File: src/rtl/tfh_pkg.sv
// Package for the Toeplitz flow hash block: payload structs, configuration
// struct, register indexes and reset values. No dependencies.
`timescale 1ns / 1ps

package tfh_pkg;

    // Widths fixed by the tuple and the key layout
    localparam int ADDR_W      = 32;
    localparam int PORT_W      = 16;
    localparam int HASH_W      = 32;
    localparam int SEED_W      = 8;
    localparam int STREAM_W    = 2 * ADDR_W + 2 * PORT_W;  // 96 hashed bits
    localparam int KEY_PERIOD  = 2 * SEED_W;               // key repeats every 16 bits
    localparam int GROUP_LEN   = STREAM_W / KEY_PERIOD;    // bits sharing one key window
    localparam int CFG_IDX_W   = 8;
    localparam int CFG_DATA_W  = 32;

    // Configuration register indexes
    localparam logic [CFG_IDX_W-1:0] REG_SEED_EVEN     = 8'd0;
    localparam logic [CFG_IDX_W-1:0] REG_SEED_ODD      = 8'd1;
    localparam logic [CFG_IDX_W-1:0] REG_INCLUDE_PORTS = 8'd2;
    localparam logic [CFG_IDX_W-1:0] REG_RESULT_MASK   = 8'd3;

    // Reset values
    localparam logic [SEED_W-1:0] RST_SEED_EVEN     = 8'h6d;
    localparam logic [SEED_W-1:0] RST_SEED_ODD      = 8'h5a;
    localparam logic              RST_INCLUDE_PORTS = 1'b0;
    localparam logic [HASH_W-1:0] RST_RESULT_MASK   = 32'hffff_ffff;

    typedef struct packed {
        logic [ADDR_W-1:0] src_addr;
        logic [ADDR_W-1:0] dst_addr;
        logic [PORT_W-1:0] src_port;
        logic [PORT_W-1:0] dst_port;
    } t_tuple;

    typedef struct packed {
        logic [HASH_W-1:0] hash_value;
        logic [HASH_W-1:0] masked_hash;
    } t_hash_result;

    typedef struct packed {
        logic [SEED_W-1:0] seed_even;
        logic [SEED_W-1:0] seed_odd;
        logic              include_ports;
        logic [HASH_W-1:0] result_mask;
    } t_cfg;

endpackage

File: src/rtl/tfh_cfg_regs.sv
// Configuration register file for the Toeplitz flow hash block.
// Depends on tfh_pkg for register indexes, reset values and t_cfg.
`timescale 1ns / 1ps

module tfh_cfg_regs (
    input  logic                          i_clk,
    input  logic                          i_rst_n,
    input  logic                          i_cfg_valid,
    output logic                          o_cfg_ready,
    input  logic [tfh_pkg::CFG_IDX_W-1:0] i_cfg_index,
    input  logic [tfh_pkg::CFG_DATA_W-1:0] i_cfg_data,
    output tfh_pkg::t_cfg                 o_cfg
);

    tfh_pkg::t_cfg r_cfg;
    tfh_pkg::t_cfg n_cfg;

    // Always take a write transaction
    assign o_cfg_ready = 1'b1;

    // Decode the write; drop indexes beyond the register list
    always_comb begin
        n_cfg = r_cfg;
        if (i_cfg_valid) begin
            case (i_cfg_index)
                tfh_pkg::REG_SEED_EVEN:     n_cfg.seed_even     = i_cfg_data[tfh_pkg::SEED_W-1:0];
                tfh_pkg::REG_SEED_ODD:      n_cfg.seed_odd      = i_cfg_data[tfh_pkg::SEED_W-1:0];
                tfh_pkg::REG_INCLUDE_PORTS: n_cfg.include_ports = i_cfg_data[0];
                tfh_pkg::REG_RESULT_MASK:   n_cfg.result_mask   = i_cfg_data[tfh_pkg::HASH_W-1:0];
                default:                    n_cfg = r_cfg;
            endcase
        end
    end

    always_ff @(posedge i_clk) begin
        if (!i_rst_n) begin
            r_cfg.seed_even     <= tfh_pkg::RST_SEED_EVEN;
            r_cfg.seed_odd      <= tfh_pkg::RST_SEED_ODD;
            r_cfg.include_ports <= tfh_pkg::RST_INCLUDE_PORTS;
            r_cfg.result_mask   <= tfh_pkg::RST_RESULT_MASK;
        end else begin
            r_cfg <= n_cfg;
        end
    end

    assign o_cfg = r_cfg;

endmodule

File: src/rtl/tfh_hash_core.sv
// Combinational Toeplitz hash of one IPv4 tuple with a two-byte periodic key.
// Depends on tfh_pkg for t_tuple, t_cfg and t_hash_result.
`timescale 1ns / 1ps

module tfh_hash_core (
    input  tfh_pkg::t_tuple      i_tuple,
    input  tfh_pkg::t_cfg        i_cfg,
    output tfh_pkg::t_hash_result o_result
);

    localparam int SW = tfh_pkg::STREAM_W;
    localparam int KP = tfh_pkg::KEY_PERIOD;
    localparam int GL = tfh_pkg::GROUP_LEN;
    localparam int HW = tfh_pkg::HASH_W;
    localparam int KW = 3 * KP;   // key span wide enough for any window

    logic [SW-1:0]           stream;
    logic [KW-1:0]           key_span;
    logic [KP-1:0]           parity;
    logic [KP-1:0][HW-1:0]   window;
    logic [HW-1:0]           hash;

    // Build the bit stream in wire order; zero the ports when they are off
    assign stream = {i_tuple.src_addr, i_tuple.dst_addr,
                     i_cfg.include_ports ? i_tuple.src_port : {tfh_pkg::PORT_W{1'b0}},
                     i_cfg.include_ports ? i_tuple.dst_port : {tfh_pkg::PORT_W{1'b0}}};

    assign key_span = {3{i_cfg.seed_even, i_cfg.seed_odd}};

    // Fold stream bits that share a key window (same position modulo the key period)
    always_comb begin
        logic [GL-1:0] group;
        for (int k = 0; k < KP; k++) begin
            for (int m = 0; m < GL; m++) begin
                group[m] = stream[SW-1-k-KP*m];
            end
            parity[k] = ^group;
            window[k] = key_span[KW-1-k -: HW];
        end
    end

    // Each hash bit is the parity of the windows whose folded bit is set
    always_comb begin
        logic [KP-1:0] terms;
        for (int j = 0; j < HW; j++) begin
            for (int k = 0; k < KP; k++) begin
                terms[k] = parity[k] & window[k][j];
            end
            hash[j] = ^terms;
        end
    end

    assign o_result.hash_value  = hash;
    assign o_result.masked_hash = hash & i_cfg.result_mask;

endmodule

File: src/rtl/toeplitz_flow_hash_top.sv
// Top level of the Toeplitz flow hash block: input register, hash core,
// result register and configuration registers. Depends on tfh_pkg,
// tfh_cfg_regs and tfh_hash_core.
`timescale 1ns / 1ps

// Computes the 32-bit Toeplitz receive-side hash of an IPv4 flow tuple
// (source and destination address, optionally source and destination port)
// under a periodic key that alternates seed_even and seed_odd, and returns
// it with a masked copy. One tuple is taken every cycle while the output is
// not stalled. A result is offered once the result register holds it: the
// tuple sits in the input register while the hash logic works on it, and
// the result register takes the hash when it has room. The input register
// refills whenever it is empty or its tuple moves on, so full throughput
// holds while the downstream side keeps ready high. A stalled output holds
// at most two transactions before input ready drops, and input ready
// follows output ready combinationally. Configuration writes are taken in
// every cycle and should be issued only while no tuple is in flight.
module toeplitz_flow_hash_top (
    input  logic                           i_clk,
    input  logic                           i_rst_n,
    input  logic                           i_valid,
    output logic                           o_ready,
    input  tfh_pkg::t_tuple                i_tuple,
    output logic                           o_valid,
    input  logic                           i_ready,
    output tfh_pkg::t_hash_result          o_result,
    input  logic                           i_cfg_valid,
    output logic                           o_cfg_ready,
    input  logic [tfh_pkg::CFG_IDX_W-1:0]  i_cfg_index,
    input  logic [tfh_pkg::CFG_DATA_W-1:0] i_cfg_data
);

    tfh_pkg::t_cfg         cfg;
    tfh_pkg::t_hash_result core_result;

    logic                  r_in_valid;
    tfh_pkg::t_tuple       r_in_tuple;
    logic                  r_out_valid;
    tfh_pkg::t_hash_result r_out_result;
    logic                  out_advance;
    logic                  in_advance;

    tfh_cfg_regs u_cfg_regs (
        .i_clk       (i_clk),
        .i_rst_n     (i_rst_n),
        .i_cfg_valid (i_cfg_valid),
        .o_cfg_ready (o_cfg_ready),
        .i_cfg_index (i_cfg_index),
        .i_cfg_data  (i_cfg_data),
        .o_cfg       (cfg)
    );

    tfh_hash_core u_hash_core (
        .i_tuple  (r_in_tuple),
        .i_cfg    (cfg),
        .o_result (core_result)
    );

    // Result stage frees up when empty or when its transaction is taken
    assign out_advance = !r_out_valid || i_ready;
    // Input stage frees up when empty or when it can move into the result stage
    assign in_advance  = !r_in_valid || out_advance;
    assign o_ready     = in_advance;

    // Hold the accepted tuple
    always_ff @(posedge i_clk) begin
        if (!i_rst_n) begin
            r_in_valid <= 1'b0;
        end else if (in_advance) begin
            r_in_valid <= i_valid;
        end
    end

    always_ff @(posedge i_clk) begin
        if (in_advance && i_valid) begin
            r_in_tuple <= i_tuple;
        end
    end

    // Capture the hash into the result register
    always_ff @(posedge i_clk) begin
        if (!i_rst_n) begin
            r_out_valid <= 1'b0;
        end else if (out_advance) begin
            r_out_valid <= r_in_valid;
        end
    end

    always_ff @(posedge i_clk) begin
        if (out_advance && r_in_valid) begin
            r_out_result <= core_result;
        end
    end

    assign o_valid  = r_out_valid;
    assign o_result = r_out_result;

endmodule
File: config.mk
export PLATFORM = sky130hd
export DESIGN_NAME = toeplitz_flow_hash_top
export DESIGN_NICKNAME = d
export VERILOG_FILES = /design/src/rtl/tfh_pkg.sv /design/src/rtl/tfh_cfg_regs.sv /design/src/rtl/tfh_hash_core.sv /design/src/rtl/toeplitz_flow_hash_top.sv
export SDC_FILE = /design/constraint.sdc
export NUM_CORES = 1
export LEC_CHECK = 0
export BUFFER_PORTS_ARGS = -buffer_cell sky130_fd_sc_hd__buf_2
export CAP_MARGIN = 40
export CORE_ASPECT_RATIO = 1.25
export CORE_MARGIN = 2
export CORE_UTILIZATION = 55
export CTS_BUF_LIST = sky130_fd_sc_hd__clkbuf_4 sky130_fd_sc_hd__clkbuf_8
export CTS_CLUSTER_SIZE = 28
export DETAILED_ROUTE_END_ITERATION = 7
export PLACE_DENSITY = 0.87
export SYNTH_ARGS = -nofsm -noshare
export SYNTH_HDL_FRONTEND = slang
export SYNTH_SLANG_ARGS = --single-unit
File: constraint.sdc
create_clock -name i_clk -period 3.9 [get_ports i_clk]
set_input_delay 0.585 -clock i_clk [delete_from_list [all_inputs] [get_ports i_clk]]
set_output_delay 0.585 -clock i_clk [all_outputs]
set_load 0.03 [all_outputs]
* Yosys cells after proc, flatten, opt, wreduce, memory -nomap -nowiden
Cells that the tools add are included.
W data, S select, Z words.
** Cells by class
- Eq/ne operators :: 3
- Muxes and demuxes :: 2
- Bitwise logic cells :: 257
- Reductions and logical operators :: 43
** Operators with widths (count)
- $and A1 B1 Y1 :: 256
- $reduce_xor A16 Y1 :: 16
- $reduce_xor A6 Y1 :: 16
- $and A32 B32 Y32 :: 1
- $mux W16 :: 2
- $eq A8 B2 Y1 const B :: 2
- $eq A8 B1 Y1 const B :: 1
- $logic_not A8 Y1 :: 1
- $reduce_and A2 Y1 :: 4
- $logic_and A1 B1 Y1 :: 2
- $logic_not A1 Y1 :: 2
- $logic_or A1 B1 Y1 :: 2
** Storage, ports and cells
- Logic and storage cells :: 317
- Output and inout bits :: 67
- Bits in registers :: 211
- Input port bits :: 141

* Logic depth before layout (Yosys ltp)
- Word-level depth :: 5
- Depth in mapped cells :: 11
- Depth with buffers taken out :: 8

* Hierarchy
Synthesis repeated with hierarchy kept, for this count alone.
** Second synthesis, totals
- Cell total of the unflattened synthesis :: 1141
- Area total of the unflattened synthesis :: 12971.2 um2
** By module, submodules not included
- tfh_hash_core :: seq. area each 0.0 um2, cells an instance 763, times used 1, area each 5941.9 um2
- toeplitz_flow_hash_top :: seq. area each 4844.6 um2, cells an instance 169, times used 1, area each 4908.5 um2
- tfh_cfg_regs :: seq. area each 980.9 um2, cells an instance 209, times used 1, area each 2120.8 um2

* Worst setup path after synthesis
No wires, ideal clock.
- Kind :: input-to-reg
- Start point :: input i_ready
- End point :: register r_in_tuple[0] (netlist name), enable pin
- Path slack :: 0.256 ns
- Arrival :: 3.179 ns
- Setup time :: 0.465 ns
- Buffers on the path :: 0
- Data required time :: 3.435 ns
- Stages :: 3
- Cell sequence :: nor2b_1 -> nand2_1 -> and2_1
** On the way
- Cells in the longest elaborated chain, start to end :: 3
** Ends and longest elaborated chain
- from (decl) :: line toeplitz_flow_hash_top.sv:25 : input logic i_ready,
- $logic_or A1 B1 Y1 :: line toeplitz_flow_hash_top.sv:60 : assign out_advance = !r_out_valid || i_ready;
- $logic_or A1 B1 Y1 :: line toeplitz_flow_hash_top.sv:62 : assign in_advance = !r_in_valid || out_advance;
- via o_ready :: line toeplitz_flow_hash_top.sv:22 : output logic o_ready,
- $logic_and A1 B1 Y1 :: line toeplitz_flow_hash_top.sv:75 : if (in_advance && i_valid) begin
- to (signal assigned) :: line toeplitz_flow_hash_top.sv:76 : r_in_tuple <= i_tuple;
- to (decl) :: line toeplitz_flow_hash_top.sv:37 : tfh_pkg::t_tuple r_in_tuple;
The timed path passes the listed nets, and every way through them passes these cells.
A chain may end at the register's enable or synchronous reset.

==> impl_metrics.tcl <==
set metrics [dict create \
    drive_gt1_frac 0.234 \
    critPathArrivalTime_ns 3.61 \
    syn_to_final_growth_pct 13.8 \
    firstDrtPassIters 5 \
    outcome "completed" \
    avgSynthCellArea_sq_um 11.0 \
    synth_top_area_share 0.351 \
    wl_per_cell_microns 19.3 \
    antenna_found_initial 0 \
    die_h_microns 171 \
    fmax_mhz 308 \
    route.vias.total 8981 \
    coreArea_sq_mm 0.0221 \
    fin_util 0.633 \
    finalHoldViolations 0 \
    cts_made_buffers 17 \
    syn_inst 1124 \
    cts-resized-gates 0 \
    path_cells "xor2_1 -> nand2_1 -> xor2_2 -> nand2_1 -> xnor3_1 -> xnor3_1 -> xnor2_1 -> and2_1" \
    cts.sinks 195 \
    ys_types 34 \
    row_count 61 \
    hold_class "in2reg" \
    grt_pass1_vias 8874 \
    ioPinCount 208 \
    crit_type "reg2reg" \
    slew_violations 0 \
    grt_max_degree 70 \
    irDropWorstVdd_mv 0.519 \
    nets 1438 \
    die_w_microns 138 \
    port_buffers 206 \
    p_per_area_mw_per_mm2 600 \
    ys_seq_elements 195 \
    relSlewSlack 0.368 \
    clockBufferDepth 2 \
    track_usage 0.267 \
    worst_r2r_path_depth 8 \
    vias_per_cell 5.64 \
    setup_viol 0 \
    cp-start-kind "flip-flop" \
    cap_violations 0 \
    clk_latency_ns 0.49 \
    crit_start "r_in_tuple[3]$_DFFE_PP_" \
    worst_pin_slew_ns 0.944 \
    finalWirelength_microns 30800 \
    hold_slack_ns 0.256 \
    start_util 0.556 \
    r2r_start "r_in_tuple[3]$_DFFE_PP_" \
    yosys-top-cells-area "edfxtp_1 35%, xnor3_1 11%, xnor2_1 9.2%, nand2_1 8.6%, dfxtp_1 8.3%" \
    cts_setup_buffers 0 \
    hold_depth 1 \
    period_share 0.834 \
    leakage_nw 6.56 \
    place_congestion 0.932 \
    critPathTopFamily "XOR/XNOR gates" \
    cts_hold_buf 0 \
    ys_seq_area_frac 0.434 \
    skew_ns 0.0226 \
    dp_slack_ns 0.753 \
    final_antenna_net_count 0 \
    syn_area_sq_mm 0.0123 \
    yosysTopAreaCell "edfxtp_1" \
    drc_errors 0 \
    cp.required_ns 4.26 \
    fin_tns_setup_ns 0 \
    htree_levels 4 \
    min_from "i_tuple[53]" \
    rsz0062_at_grt "false" \
    fin_ws_ns 0.649 \
    cp_slowest_cell "xor2_2" \
    crit_path_max_fanout 13 \
    cts-root-buf "clkbuf_8" \
    cp_num_cells 8 \
    overflow 0 \
    slowest_delay_ns 0.67 \
    dpl.hpwl_microns 21600 \
    worst-path-buf-inv 0 \
    antenna_cells 0 \
    clk_pin_slew_worst_paths_ns 0.11 \
    tritoncts "done" \
    syn-num-nets 1265 \
    yosys_warnings 0 \
    crit_path_end_kind "flip-flop" \
    fin_crit_ns 3.25 \
    die-area_sq_mm 0.0236 \
    grt_pass1_wl_microns 47100 \
    drtIter0Drc 885 \
]
per-layer routing:
metal | vias to the layer above | global-route usage | wire length, microns
li1 | 4103 | - | -
met3 | 128 | 0.0675 | 3220
met4 | 0 | 0.131 | 1390
met5 | - | 0 | 0
met1 | 4231 | 0.319 | 11200
met2 | 519 | 0.446 | 14900
registers in the layout, indices dropped and copies added (netlist names):
| register | cells |
|---|---|
| r_in_tuple | 96 |
| u_cfg_regs.o_cfg | 49 |
| o_result | 48 |
| o_valid | 1 |
| r_in_valid | 1 |
final cells by class:
type | instances | area [sq um]
fillers | 1741 | 8130
clock buffers | 22 | 297
well taps | 283 | 354
flip-flops and latches | 195 | 5350
inverters | 3 | 11.3
clock inverters | 10 | 91.3
multi-input cells | 830 | 6520
repair buffers | 250 | 1390
layout by cell type (no fill, tap or decap), types with 21 or more instances in the layout:
master	count
buf_2	206
nand3_1	33
clkbuf_8	21
buf_4	42
xnor2_1	128
edfxtp_1	144
and3_1	61
and2_1	33
xnor3_1	62
mux2i_1	77
dfxtp_1	50
nand2_1	282
a21boi_0	52
xor2_1	46
cell usage after synthesis, drive strengths merged:
cell type and n:
nand3b 1, dfxtp 51, nor3b 1, conb 1, edfxtp 144, clkbuf 56
mux2i 77, xnor2 144, inv 3, o211ai 2, nand3 33, xor2 51
o211a 1, a211o 2, xnor3 62, nor2b 11, or4b 1, and3 61
nor4 1, nor2 2, a211oi 1, a21oi 9, buf 40, nand2 282
o21a 1, a21boi 52, and2 34
path summary, 6_finish.rpt:
check | end | slack, ns
worst max-delay path | o_result[1]$_DFFE_PP_ | 0.65
worst min-delay path | r_in_tuple[53]$_DFFE_PP_ | 0.26
worst min register to register | u_cfg_regs.o_cfg[23]$_SDFFE_PN1P_ | 0.46
worst max register to register | o_result[1]$_DFFE_PP_ | 0.65
per-stage QoR:
step	power [mW]	area, sq um	cells
floorplan	6.23	12300	1124
global placement	7.01	13600	1560
detailed placement	7.11	13600	1561
CTS	8.41	14000	1593
global route	8.79	14000	1593
finish	8.40	14000	1593
power breakdown:
group          internal [mW]  switching, mW
logic                   1.92           2.22
registers               2.85          0.119
clock network          0.535          0.756
logic make-up after synthesis:
kind of cell              count (synthesis)  synth area share
AOI/OAI and AO/OA                        68            0.0400
xor gates and xnor gates                257             0.269
buffers and inverters                    99            0.0375
DFF                                     195             0.434
muxes                                    77            0.0626
other                                     1          0.000305
and+or+nand+nor                         427             0.156
No activity file was read; power rests on OpenSTA's default activity.
